**src/hw/rtl/vn2d_pkg.sv**
```systemverilog
// Shared types and hash constants for the 2D value noise pipeline.
`default_nettype none

package vn2d_pkg;

  localparam int unsigned COORD_W = 32;
  localparam int unsigned NOISE_W = 21;
  localparam int unsigned HASH_W  = 32;

  localparam logic [HASH_W-1:0] HASH_MUL = 32'd15731;
  localparam logic [HASH_W-1:0] HASH_ADD = 32'd789221;
  localparam logic [HASH_W-1:0] HASH_OFS = 32'd1376312589;
  localparam int unsigned       HASH_SHL = 13;

  typedef logic signed [HASH_W-1:0] lat_t;

  localparam lat_t LAT_ONE = 32'sh4000_0000;

  typedef struct packed {
    logic sq;
    logic mix;
    logic fin;
  } vn2d_hash_en_t;

endpackage

`default_nettype wire

```
**src/hw/rtl/vn2d_hash.sv**
```systemverilog
// Three-stage lattice hash: mixed corner index in, Q2.30 lattice value out.
`default_nettype none

module vn2d_hash (
  input  logic                          clk_i,
  input  vn2d_pkg::vn2d_hash_en_t       en_i,
  input  logic [vn2d_pkg::HASH_W-1:0]   n_i,
  output vn2d_pkg::lat_t                lat_o
);
  import vn2d_pkg::*;

  logic [HASH_W-1:0] n_a_q;
  logic [HASH_W-1:0] sq_q;
  logic [HASH_W-1:0] n_b_q;
  logic [HASH_W-1:0] m_q;
  logic [HASH_W-1:0] h;
  lat_t              lat_q;

  always_ff @(posedge clk_i) begin
    if (en_i.sq) begin
      n_a_q <= n_i;
      sq_q  <= n_i * n_i;
    end
  end

  always_ff @(posedge clk_i) begin
    if (en_i.mix) begin
      n_b_q <= n_a_q;
      m_q   <= sq_q * HASH_MUL + HASH_ADD;
    end
  end

  assign h = n_b_q * m_q + HASH_OFS;

  always_ff @(posedge clk_i) begin
    if (en_i.fin) begin
      lat_q <= LAT_ONE - $signed({1'b0, h[HASH_W-2:0]});
    end
  end

  assign lat_o = lat_q;

endmodule

`default_nettype wire

```
**config.mk**
```make
export PLATFORM = sky130hd
export DESIGN_NAME = vn2d_hash
export DESIGN_NICKNAME = d
export VERILOG_FILES = /design/src/hw/rtl/vn2d_pkg.sv /design/src/hw/rtl/vn2d_hash.sv
export SDC_FILE = /design/constraint.sdc
export NUM_CORES = 2
export LEC_CHECK = 0
export BUFFER_PORTS_ARGS = -buffer_cell sky130_fd_sc_hd__buf_2
export CORE_MARGIN = 5
export CORE_UTILIZATION = 45
export CTS_CLUSTER_DIAMETER = 150
export DETAILED_ROUTE_END_ITERATION = 10
export MAX_ROUTING_LAYER = met4
export RECOVER_POWER = 50
export SLEW_MARGIN = 20
export SYNTH_ARGS = -nofsm -noshare
export SYNTH_HDL_FRONTEND = slang
export SYNTH_SLANG_ARGS = --single-unit
export TNS_END_PERCENT = 5
```
**constraint.sdc**
```tcl
create_clock -name clk_i -period 7.35 [get_ports clk_i]
set_input_delay 0.735 -clock clk_i [delete_from_list [all_inputs] [get_ports clk_i]]
set_output_delay 0.735 -clock clk_i [all_outputs]
set_load 0.05 [all_outputs]
```
==> metrics.md <==
| Metric | Value |
|---|---|
| GRT Total Usage | 0.210 |
| Core ar. | 0.0880 mm² |
| CP Data Required Time | 7.58 ns |
| # placed instances | 5515 |
| Routed Antenna Nets | 0 |
| Die W | 307 µm |
| Drt drc | 0 |
| EDFF count, synth | 153 |
| Area contributors post-synth | fa_1 44%, ha_1 12%, edfxtp_1 12% |
| Fraction of registers with async set/reset | 0 |
| CTS Hold Bufs | 0 |
| Synth warnings | 0 |
| Max-cap viol count | 3 |
| Violated checks | max-capacitance violations, max-slew violations |
| Area delta synth->final | 14.6% |
| Port bufs | 66 |
| Vias | 26800 |
| Clock transition at path regs | 0.08 ns |
| Most common flop cell mapped by yosys | edfxtp_1 |
| Area of the die | 0.0943 mm² |
| Root Buffer | clkbuf_16 |
| Status | complete, but fails checks |
| Share of cells above drive strength 1 | 0.142 |
| FP Rows | 109 |
| Hold/Removal Path Class | flip-flop to flip-flop |
| Fin. Hold Viols | 0 |
| Period utilisation layout | 0.999 |
| Starting density of the core | 0.452 |
| Max FO, Critical Path | 8 |
| Commonest cells in the netlist | 1099 x inv_1, 866 x fa_1, 394 x ha_1 |
| Num CTS Buffers | 17 |
| Unrepaired setup endpoints after global routing | yes |
| Pins over their slew limit | 156 |
| CP endpoint kind | flip-flop |
| Worst EP arrival | 7.57 ns |
| GPL Wtd Cong | 0.892 |
| Hold Path End | n_b_q[13] |
| Worst Clk Skew | 0.0253 ns |
| Pin slew with the least headroom to its limit | 3.52 ns |
| Final net count | 5693 |
| CP Class | flip-flop to flip-flop |
| H-tree Lvls | 4 |
| Non-Filler Instances | 5577 |
| Crit Reg-Reg Startpoint | m_q[5] |
| First-pass GRT wire length | 154000 µm |
| Period minus WS final | 7.34 ns |
| Startpoint type of the worst setup path | flip-flop |
| R2R Setup Slk | 0.005 ns |
| Unique masters post-synth | 71 |
| Hpwl dp | 80600 µm |
| Share of the synthesized area in the top cell type | 0.436 |
| Die Ht | 307 µm |
| DRT iter0 DRCs | 1209 |
| Avg WL per Cell | 16.5 µm |
| Cell area after synthesis | 0.0397 mm² |
| Avg Vias per Cell | 4.81 |
| Synthesized area per cell | 9.90 µm² |
| Vias in the first global route | 29900 |
| Total wire length | 92000 µm |
| Largest net degree at the start of global routing | 62 |
| Worst skew pair latency | 0.48 ns |
| Mapped Cells | 4013 |
| FF+latch count, synth | 153 |
| Remaining Overflow, GRT | 0 |
| First-pass DRT Iterations | 5 |
| CTS tree | built |
| Register area share after synthesis | 0.116 |
| Initial antenna violation count | 1 |
| R2R Path End | lat_o[29] |
| Final setup violation count | 0 |
| CTS Sinks | 153 |
| R2R depth | 26 |
| Rel. slew slack | -1.35 |
| HP Start | n_a_q[13] |
| Post-synth top area cell | fa_1 |
| Hold depth | 0 |
| Top Ports | 68 |
| Peak Freq | 136 MHz |
| Most common cell in the netlist | inv_1 |
| Deepest clock path buffer count | 2 |
worst max path at each step:
stage               slack (ns)  depth (start not counted)   endpoint  startpoint
floorplan                -0.02                         29   sq_q[30]      n_i[2]
global placement         -0.25                         28   sq_q[30]      n_i[2]
detailed placement       -0.32                         28   sq_q[30]      n_i[2]
CTS                      -0.03                         25  lat_o[29]      m_q[5]
global route             -0.22                         30  lat_o[30]      m_q[4]
finish                   0.005                         26  lat_o[29]      m_q[5]
registers in the layout, summed over array words and instances, names as in the netlist:
name	flops
sq_q	29
m_q	30
lat_o	32
n_a_q	31
n_b_q	31
kinds of logic (layout without fill, tap and decap cells):
| kind of cell | after synthesis | after routing | share of synthesized area |
|---|---|---|---|
| adder cells (fa/ha/maj) | 1260 | 1260 | 0.560 |
| buffers and inverters | 1215 | 1610 | 0.115 |
| AND/OR/NAND/NOR | 957 | 957 | 0.126 |
| AO/OA/AOI/OAI | 228 | 228 | 0.0391 |
| XOR/XNOR | 194 | 194 | 0.0428 |
| flip-flops | 153 | 153 | 0.116 |
| multiplexers | 4 | 4 | 0.00101 |
| other | 2 | 6 | 0.000189 |
layout by cell type, fill, tap and decap left out, drive strengths merged, types with 8 or more instances in the layout:
master and n:
inv 1108, fa 866, buf 453, ha 394, and2 392, nand2 344
edfxtp 153, xnor2 148, nor2 74, a21oi 68, xor2 46, clkbuf 43
a21o 31, o21ai 31, nand3 27, nor3 25, a211oi 13, or3 12
nor2b 11, o211ai 11, nand2b 11, or2 11, and3 10, o21bai 9
nand4 8, o31ai 8, o21a 8
worst max-delay path, cell delays in order, from the launching register on:
cell,delay (ns)
edfxtp_1,0.42
buf_12,0.16
buf_8,0.14
and2_1,0.17
fa_1,0.50
fa_2,0.44
fa_1,0.51
inv_1,0.06
fa_1,0.48
inv_1,0.05
fa_1,0.47
fa_1,0.51
fa_1,0.49
inv_1,0.05
fa_1,0.47
inv_1,0.06
ha_4,0.30
nand2_4,0.08
buf_4,0.16
o21ai_4,0.15
nor2_1,0.08
and3_4,0.18
a21o_1,0.20
a211oi_2,0.29
o2111ai_4,0.24
nor4b_4,0.34
xor2_1,0.09
what timing repair did:
item | 4_1_cts | 5_1_grt
buffers inserted | 9 | 18
setup endpoints to repair | 10 | 18
cloned | 0 | 1
resized for setup | 44 | 103
pin swaps | 14 | 96
layout make-up:
class	instances	area (µm²)
clock buffer	17	425
antenna	2	5.00
timing repair buffer	479	3530
inverter	1099	4130
tap	1165	1460
sequential	153	4590
clock inverter	15	171
multi-input combinational	2647	31200
fill	8127	42400
through the flow:
step,worst slack [ns],TNS [ns],hold WS (ns),util,cell area [µm²]
2_1_floorplan,-0.0178,-0.0209,0.400,-,39800
3_3_place_gp,-0.250,-1.92,0.400,0.501,44100
3_5_place_dp,-0.315,-3.34,0.405,0.501,44100
4_1_cts,-0.0282,-0.0543,0.416,0.512,45000
5_1_grt,-0.224,-2.01,0.426,0.518,45500
6_report,0.00512,0,0.413,0.518,45500
per-layer routing:
metal	track usage	routed length, µm	up-vias
li1	-	-	12700
met1	0.267	40100	13600
met2	0.365	46600	492
met3	0.0274	3610	98
met4	0.0426	1730	0
met5	-	0	-
Power is not shown: default switching activity piles up to over one toggle a cycle in this logic, so the estimate is an artifact.
